[config.mk]
export PLATFORM = sky130hd
export DESIGN_NAME = line_edit_buffer
export DESIGN_NICKNAME = d
export VERILOG_FILES = /design/src/rtl/lebuf_pkg.sv /design/src/rtl/line_edit_buffer.sv /design/src/rtl/lebuf_cell.sv
export SDC_FILE = /design/constraint.sdc
export NUM_CORES = 1
export LEC_CHECK = 0
export ABC_AREA = 1
export BUFFER_PORTS_ARGS = -buffer_cell sky130_fd_sc_hd__buf_2
export CORE_MARGIN = 2
export CORE_UTILIZATION = 45
export DETAILED_ROUTE_END_ITERATION = 8
export MAX_ROUTING_LAYER = met4
export SYNTH_ARGS = -nofsm -noshare
export SYNTH_HDL_FRONTEND = slang
export SYNTH_SLANG_ARGS = --single-unit
[constraint.sdc]
create_clock -name clk -period 5 [get_ports clk]
set_input_delay 1 -clock clk [delete_from_list [all_inputs] [get_ports clk]]
set_output_delay 1 -clock clk [all_outputs]
set_load 0.01 [all_outputs]
[src/rtl/lebuf_pkg.sv]
// ----------------------------------------------------------------------------
// lebuf_pkg: shared types and constants of the line edit buffer
// Action codes, character limits, the cell operation code and the layout of
// one result transaction.
// ----------------------------------------------------------------------------
package lebuf_pkg;

  // Width of a character code and of a position or length field
  localparam int CHAR_W = 7;
  localparam int POS_W  = 7;

  // Action codes
  localparam logic [2:0] ACT_INSERT    = 3'd0;
  localparam logic [2:0] ACT_LEFT      = 3'd1;
  localparam logic [2:0] ACT_RIGHT     = 3'd2;
  localparam logic [2:0] ACT_BACKSPACE = 3'd3;
  localparam logic [2:0] ACT_DELETE    = 3'd4;
  localparam logic [2:0] ACT_COMMIT    = 3'd5;

  // Printable range: above the last control code, below DEL
  localparam logic [CHAR_W-1:0] CHAR_LAST_CTRL = 7'd31;
  localparam logic [CHAR_W-1:0] CHAR_DEL       = 7'd127;

  // Operation that one storage cell performs in a cycle
  typedef enum logic [1:0] {
    CELL_HOLD,
    CELL_LOAD,
    CELL_FROM_LEFT,
    CELL_FROM_RIGHT
  } lebuf_cell_op_t;

  // One result transaction
  typedef struct packed {
    logic [POS_W-1:0]  cursor_pos;
    logic [POS_W-1:0]  line_length;
    logic              char_valid;
    logic [CHAR_W-1:0] out_char;
    logic              last_result;
    logic              insert_dropped;
  } lebuf_result_t;

endpackage

[src/rtl/line_edit_buffer.sv]
// ----------------------------------------------------------------------------
// line_edit_buffer: single-line edit buffer with a cursor
// Row of character cells with cursor and length control and a two-deep
// result queue.
// ----------------------------------------------------------------------------
// Each edit action (insert, left, right, backspace, delete) is applied to the
// whole row together: every cell of the row shifts or loads at once, whatever
// the cursor position, and its status result is registered into the result
// queue. A commit of a non-empty line occupies the block until the line has
// drained: the row shifts left once per cycle while the skid slot is empty,
// and cell 0 supplies one character per result, the last marked with
// tlast; a commit of an empty line gives one status result at once. Two
// result slots sit between the core and the master side, so an edit is still
// taken while one result waits; input stalls while the second slot is full
// or a commit is draining.
// ----------------------------------------------------------------------------
module line_edit_buffer #(
  parameter int LINE_DEPTH = 64
) (
  input  logic        clk,
  input  logic        rst,
  // slave side, s_tdata fields from bit 0: action[2:0], char_code[9:3]
  input  logic        s_tvalid,
  output logic        s_tready,
  input  logic [15:0] s_tdata,
  // master side, m_tdata fields from bit 0: cursor_pos[6:0], line_length[13:7],
  // out_char[20:14], insert_dropped[21]
  output logic        m_tvalid,
  input  logic        m_tready,
  output logic [23:0] m_tdata,
  output logic        m_tuser,  // char_valid
  output logic        m_tlast   // last_result
);

  localparam int POS_W  = lebuf_pkg::POS_W;
  localparam int CHAR_W = lebuf_pkg::CHAR_W;
  localparam logic [POS_W-1:0] DEPTH_POS = POS_W'(LINE_DEPTH);

  localparam logic ST_IDLE   = 1'b0;
  localparam logic ST_COMMIT = 1'b1;

  logic                 state, state_next;
  logic [POS_W-1:0]     cursor, cursor_next;
  logic [POS_W-1:0]     length, length_next;
  logic [POS_W-1:0]     remain, remain_next;

  logic                 accept, emit;
  logic [2:0]           act;
  logic [CHAR_W-1:0]    ch;
  logic                 do_ins, do_bs, do_del, do_shift;
  logic                 res_valid;
  lebuf_pkg::lebuf_result_t res;

  logic                 out_valid, skid_valid;
  lebuf_pkg::lebuf_result_t out_q, skid_q;

  logic [CHAR_W-1:0]    cell_q [LINE_DEPTH];

  assign act      = s_tdata[2:0];
  assign ch       = s_tdata[9:3];
  assign s_tready = (state == ST_IDLE) && !skid_valid;
  assign accept   = s_tvalid && s_tready;
  assign emit     = (state == ST_COMMIT) && !skid_valid;

  // Decode the action and build the result
  always_comb begin
    state_next  = state;
    cursor_next = cursor;
    length_next = length;
    remain_next = remain;
    do_ins      = 1'b0;
    do_bs       = 1'b0;
    do_del      = 1'b0;
    do_shift    = 1'b0;
    res_valid   = 1'b0;
    res         = '0;
    if (accept) begin
      res_valid       = 1'b1;
      res.last_result = 1'b1;
      unique case (act)
        lebuf_pkg::ACT_INSERT: begin
          if (ch > lebuf_pkg::CHAR_LAST_CTRL && ch != lebuf_pkg::CHAR_DEL) begin
            if (length >= DEPTH_POS) begin
              res.insert_dropped = 1'b1;
            end else begin
              do_ins      = 1'b1;
              cursor_next = cursor + 1'b1;
              length_next = length + 1'b1;
            end
          end
        end
        lebuf_pkg::ACT_LEFT: begin
          if (cursor != '0) cursor_next = cursor - 1'b1;
        end
        lebuf_pkg::ACT_RIGHT: begin
          if (cursor < length) cursor_next = cursor + 1'b1;
        end
        lebuf_pkg::ACT_BACKSPACE: begin
          if (cursor != '0) begin
            do_bs       = 1'b1;
            cursor_next = cursor - 1'b1;
            length_next = length - 1'b1;
          end
        end
        lebuf_pkg::ACT_DELETE: begin
          if (cursor < length) begin
            do_del      = 1'b1;
            length_next = length - 1'b1;
          end
        end
        lebuf_pkg::ACT_COMMIT: begin
          cursor_next = '0;
          length_next = '0;
          if (length != '0) begin
            res_valid   = 1'b0;
            state_next  = ST_COMMIT;
            remain_next = length;
          end
        end
        default: ;
      endcase
      res.cursor_pos  = cursor_next;
      res.line_length = length_next;
    end else if (emit) begin
      // Drain the line through cell 0
      res_valid       = 1'b1;
      res.char_valid  = 1'b1;
      res.out_char    = cell_q[0];
      res.last_result = (remain == POS_W'(1));
      do_shift        = 1'b1;
      remain_next     = remain - 1'b1;
      if (remain == POS_W'(1)) state_next = ST_IDLE;
    end
  end

  // Row of character cells
  for (genvar i = 0; i < LINE_DEPTH; i++) begin : g_cell
    localparam logic [POS_W-1:0] IDX      = POS_W'(i);
    localparam logic [POS_W-1:0] IDX_NEXT = POS_W'(i + 1);
    lebuf_pkg::lebuf_cell_op_t op;
    logic [CHAR_W-1:0]         left_char, right_char;

    // Choose the cell operation from its place against the cursor
    always_comb begin
      op = lebuf_pkg::CELL_HOLD;
      if (do_ins) begin
        if (IDX > cursor)       op = lebuf_pkg::CELL_FROM_LEFT;
        else if (IDX == cursor) op = lebuf_pkg::CELL_LOAD;
      end else if (do_bs) begin
        if (IDX_NEXT >= cursor) op = lebuf_pkg::CELL_FROM_RIGHT;
      end else if (do_del) begin
        if (IDX >= cursor)      op = lebuf_pkg::CELL_FROM_RIGHT;
      end else if (do_shift) begin
        op = lebuf_pkg::CELL_FROM_RIGHT;
      end
    end

    if (i == 0) begin : g_first
      assign left_char = ch;
    end else begin : g_mid
      assign left_char = cell_q[i-1];
    end
    if (i == LINE_DEPTH - 1) begin : g_last
      assign right_char = cell_q[i];
    end else begin : g_inner
      assign right_char = cell_q[i+1];
    end

    lebuf_cell u_cell (
      .clk        (clk),
      .op         (op),
      .load_char  (ch),
      .left_char  (left_char),
      .right_char (right_char),
      .char_q     (cell_q[i])
    );
  end

  // Advance control state
  always_ff @(posedge clk) begin
    if (rst) begin
      state  <= ST_IDLE;
      cursor <= '0;
      length <= '0;
      remain <= '0;
    end else begin
      state  <= state_next;
      cursor <= cursor_next;
      length <= length_next;
      remain <= remain_next;
    end
  end

  // Queue results: output slot plus skid slot, kept in order
  always_ff @(posedge clk) begin
    if (rst) begin
      out_valid  <= 1'b0;
      skid_valid <= 1'b0;
    end else if (out_valid && !m_tready) begin
      if (res_valid) begin
        skid_q     <= res;
        skid_valid <= 1'b1;
      end
    end else if (skid_valid) begin
      out_q      <= skid_q;
      out_valid  <= 1'b1;
      skid_q     <= res;
      skid_valid <= res_valid;
    end else begin
      out_q     <= res;
      out_valid <= res_valid;
    end
  end

  assign m_tvalid = out_valid;
  assign m_tdata  = {2'b00, out_q.insert_dropped, out_q.out_char,
                     out_q.line_length, out_q.cursor_pos};
  assign m_tuser  = out_q.char_valid;
  assign m_tlast  = out_q.last_result;

endmodule

[src/rtl/lebuf_cell.sv]
// ----------------------------------------------------------------------------
// lebuf_cell: one character cell of the line store
// Holds one character and takes a new one from the insert path or from either
// neighbor, as the operation code says.
// ----------------------------------------------------------------------------
module lebuf_cell (
  input  logic                            clk,
  input  lebuf_pkg::lebuf_cell_op_t       op,
  input  logic [lebuf_pkg::CHAR_W-1:0]    load_char,
  input  logic [lebuf_pkg::CHAR_W-1:0]    left_char,
  input  logic [lebuf_pkg::CHAR_W-1:0]    right_char,
  output logic [lebuf_pkg::CHAR_W-1:0]    char_q
);

  logic [lebuf_pkg::CHAR_W-1:0] char_next;

  // Select the next character
  always_comb begin
    unique case (op)
      lebuf_pkg::CELL_LOAD:       char_next = load_char;
      lebuf_pkg::CELL_FROM_LEFT:  char_next = left_char;
      lebuf_pkg::CELL_FROM_RIGHT: char_next = right_char;
      default:                    char_next = char_q;
    endcase
  end

  // Store the character; contents are undefined until written
  always_ff @(posedge clk) begin
    char_q <= char_next;
  end

endmodule

==> results list <==
- STA classifies the critical path startpoint as a flip-flop.
- Entering global routing, the biggest net connects 64 pins.
- Hold violation count in the final report: 0
- After clock tree synthesis, the setup repair step added 0 buffers.
- Once routing completed, OpenROAD measured the worst setup slack at roughly 0.93 ns.
- Routed length per instance: approximately 20 um
- Synthesis inferred 520 register bits.
- The initial utilization of the core area, before any placement, comes to approximately 45%.
* Total power after layout: 11.7 mW
- The final layout contains routed wiring with a total length of 94.3 mm.
- Timing analysis after detailed placement gives a worst setup slack of 0.754 ns.
- Final setup violation count: 0
- For this design the ratio of total power to cell area is between 300 and 400 mW/mm^2.
* Most common cell after layout, fill and taps aside: sky130_fd_sc_hd__nand2_1
* Antenna diode count: 0
- Type of the tightest min-delay check: reg2reg
* Final worst-path cycle share: about four fifths
* Quantity of I/O buffers inserted on ports: 39
- CTS resizes: 0
* Count of synthesis-stage warnings from yosys: 0
- After clock tree synthesis, the clock-pin slew on the worst setup and hold paths is 0.06 ns.
* Filler cell count: between 6000 and 7000
- Remaining max-slew budget at the tightest pin: about a quarter
- The die covers roughly 0.07 sq mm.
* Horiz. Die Dim: approximately 260 um
- The flow ran to the end, and the final reports show no timing, DRC or antenna violations.
- Aggregate global-route resource usage: 27.3%
- Setup repair after global routing missed its margin: false
- Global route total overflow: 0
- Critical path data required time: roughly 5.3 ns
- Internal power comes to 8.27 mW.
- Fmax: approximately 0.25 GHz
- The floorplan step set the die height to about 260 um.
* Pre-Repair DR Iteration Count: 6
- In the synthesized netlist the dominant register cell turns out to be sky130_fd_sc_hd__edfxtp_1.
- Later-pin clock latency in the skew report: between 0.6 and 0.7 ns
- TritonCTS created slightly below 60 clock buffers.
- Clock tree synthesis found a total of 520 sinks.
* Number of remaining DRC errors: 0
- Max-cap violations in this run came to 0.
* Fraction of registers with async set or reset after synthesis: 0%
- Power share of the sequential group: a little under half
* Hold_buf cts: 0
* DR vias: around 27000
- The worst setup path is of the reg2reg kind.
- Final weighted congestion in routability-driven placement: approximately 0.95
* Placeable core region: 0.0673 sq mm
- Post-route ant nets: 0
- Sequential cell area: between 0.015 and 0.02 sq mm
* Clk network pwr share: a little under two fifths
- Summed over all nets, the switching power comes to ~3.4 mW.
- Top cells by area, synth: sky130_fd_sc_hd__edfxtp_1 49%, sky130_fd_sc_hd__nand2_1 17%, sky130_fd_sc_hd__nand3_1 13%, sky130_fd_sc_hd__nor2_1 2.6%, sky130_fd_sc_hd__inv_1 2.3%
- sky130_fd_sc_hd__edfxtp_1 takes more of the synthesized area than any other cell.
- Area share of the largest cell type after synthesis: 48.7%
- Slew Viols, Final: 0
* Combinational Power Share: about 16%
- For the worst setup path, the data arrival time is around 4.3 ns.
- Worst-case clock skew: between 0.02 and 0.03 ns
- STA classifies the critical path endpoint as a flip-flop.
* Synth Area per Inst: approximately 8.0 sq um
- Number of buffers on the longest clock path: 3
- Vias in the first global route: 26500
- The smallest clock period supported by the final layout is computed as 4.07 ns.
- # IOs: 48
- The synthesized design contains a little under 500 enable-type register cells.
- At the end of the flow, the number of nets in the layout was slightly below 4000.
- For the pin with the worst max-slew slack, the measured transition is about 1.1 ns.
- After the first detailed-routing iteration, the DRC count stood at around 2300.
- The floorplan has 95 rows.
* Total area of multi-input combinational cells: 0.0136 sq mm
- Counting distinct cell types in the post-synthesis netlist gives 53.
- Standby leakage power: roughly 14 nW
* Area grow syn2layout: 9.23%
- Netlist area before placement: 0.0306 sq mm
* Largest vdd supply drop: between 0.2 and 0.3 mV
- Commonest non-fill, non-tap cells in the layout: 1405 x sky130_fd_sc_hd__nand2_1, 765 x sky130_fd_sc_hd__nand3_1, 496 x sky130_fd_sc_hd__edfxtp_1
- The first global-routing pass estimated 147 mm of wire.
- Layout cell share with drive strength beyond 1: a little under a tenth
- Setup TNS: 0 ns
- After detailed routing, the number of vias per cell comes to ~5.7.
- The initial antenna violation count came to 0.
* Number of H-tree levels: 2
- TritonCTS built the clock tree.
- Root cell of the clock tree: sky130_fd_sc_hd__clkbuf_16
- Switching part of the total power: between 20 and 30%
- Sequential-to-total area share from yosys stat: between 50% and 60%
* Synthesized netlist cell count: ~3800
- Critical path fanouts, max: 31
* Post-DP HPWL: 67.4 mm
-- worst paths after layout --
path                            slack (ns)       from  cells past startpoint                          end
worst min register to register        0.49      state                      2                        state
worst max register to register        0.93  cursor[1]                     12  g_cell[62].u_cell.char_q[1]
worst min-delay path                  0.49      state                      2                        state
worst max-delay path                  0.93  cursor[1]                     12  g_cell[62].u_cell.char_q[1]
-- metrics by stage --
step	hold WS, ns	cells	area, sq um	utilization (%)
finish	0.489	4758	33400	49.7
global route	0.515	4758	33400	49.7
CTS	0.485	4758	33400	49.7
detailed placement	0.475	4648	31600	46.9
global placement	0.468	4648	31600	46.9
floorplan	0.452	3825	30600	-
-- final cells by class --
| type | count | share of cell area, % |
|---|---|---|
| clock inverter | 40 | 1.08 |
| timing repair buffer | 79 | 1.64 |
| sequential | 520 | 46.0 |
| inverter | 238 | 2.68 |
| clock buffer | 70 | 4.54 |
| tap | 873 | 3.27 |
| multi-input combinational | 2938 | 40.8 |
-- flip-flops by register name, summed over array words and instances (netlist names) --
signal                cells
state                     1
m_tlast                   1
m_tdata                  22
skid_valid                1
remain                    7
m_tuser                   1
m_tvalid                  1
g_cell.u_cell.char_q    448
skid_q                   24
length                    7
cursor                    7
-- cells in the mapped netlist (5+ instances only) --
cell,number
sky130_fd_sc_hd__a21boi_0,5
sky130_fd_sc_hd__a21oi_1,75
sky130_fd_sc_hd__a32oi_1,18
sky130_fd_sc_hd__buf_1,37
sky130_fd_sc_hd__buf_2,34
sky130_fd_sc_hd__buf_4,19
sky130_fd_sc_hd__buf_6,15
sky130_fd_sc_hd__clkbuf_1,24
sky130_fd_sc_hd__clkinv_1,10
sky130_fd_sc_hd__dfxtp_1,24
sky130_fd_sc_hd__edfxtp_1,496
sky130_fd_sc_hd__ha_1,17
sky130_fd_sc_hd__inv_1,184
sky130_fd_sc_hd__inv_2,43
sky130_fd_sc_hd__nand2_1,1405
sky130_fd_sc_hd__nand2_2,51
sky130_fd_sc_hd__nand3_1,765
sky130_fd_sc_hd__nand3_2,7
sky130_fd_sc_hd__nand3b_1,9
sky130_fd_sc_hd__nand4_1,89
sky130_fd_sc_hd__nor2_1,214
sky130_fd_sc_hd__nor2_2,33
sky130_fd_sc_hd__nor2_4,16
sky130_fd_sc_hd__nor3_1,11
sky130_fd_sc_hd__nor3_4,7
sky130_fd_sc_hd__o211ai_1,16
sky130_fd_sc_hd__o21ai_0,101
sky130_fd_sc_hd__o21ai_1,44
sky130_fd_sc_hd__o21ai_2,12
-- kinds of logic after synthesis --
family,share of synthesized area [%]
adders and majority gates,0.695
buffers and inverters,5.25
other,0.0123
xor gates and xnor gates,0.172
and+or+nand+nor,38.2
AOI/OAI and AO/OA,5.45
DFF,50.2
-- metal layers --
layer | share of wire (%) | vias to the layer above | GRT usage, %
met5 | 0 | - | -
met3 | 6.9 | 198 | 3.53
met4 | 3.1 | 0 | 8.81
met1 | 44 | 12800 | 36.5
met2 | 46 | 928 | 43.2
li1 | - | 13100 | -
-- critical path, cell delays in order, from the launching register on --
cell	delay, ns
sky130_fd_sc_hd__dfxtp_1	0.77
sky130_fd_sc_hd__inv_1	0.23
sky130_fd_sc_hd__ha_1	0.34
sky130_fd_sc_hd__nand2_2	0.19
sky130_fd_sc_hd__inv_2	0.09
sky130_fd_sc_hd__nand2_2	0.16
sky130_fd_sc_hd__nand3_4	0.32
sky130_fd_sc_hd__inv_2	0.16
sky130_fd_sc_hd__buf_4	0.45
sky130_fd_sc_hd__nand2_1	0.15
sky130_fd_sc_hd__nand2_2	0.23
sky130_fd_sc_hd__inv_2	0.13
sky130_fd_sc_hd__o21ai_0	0.42
-- power by group through the flow --
stage	sequential (mW)	combinational (mW)	clock (mW)
floorplan	5.53	1.31	0
global placement	5.62	1.77	0
detailed placement	5.62	1.80	0
CTS	5.54	1.81	4.38
global route	5.57	2.05	4.54
finish	5.54	1.83	4.33
Power figures use the tool's default switching activity.
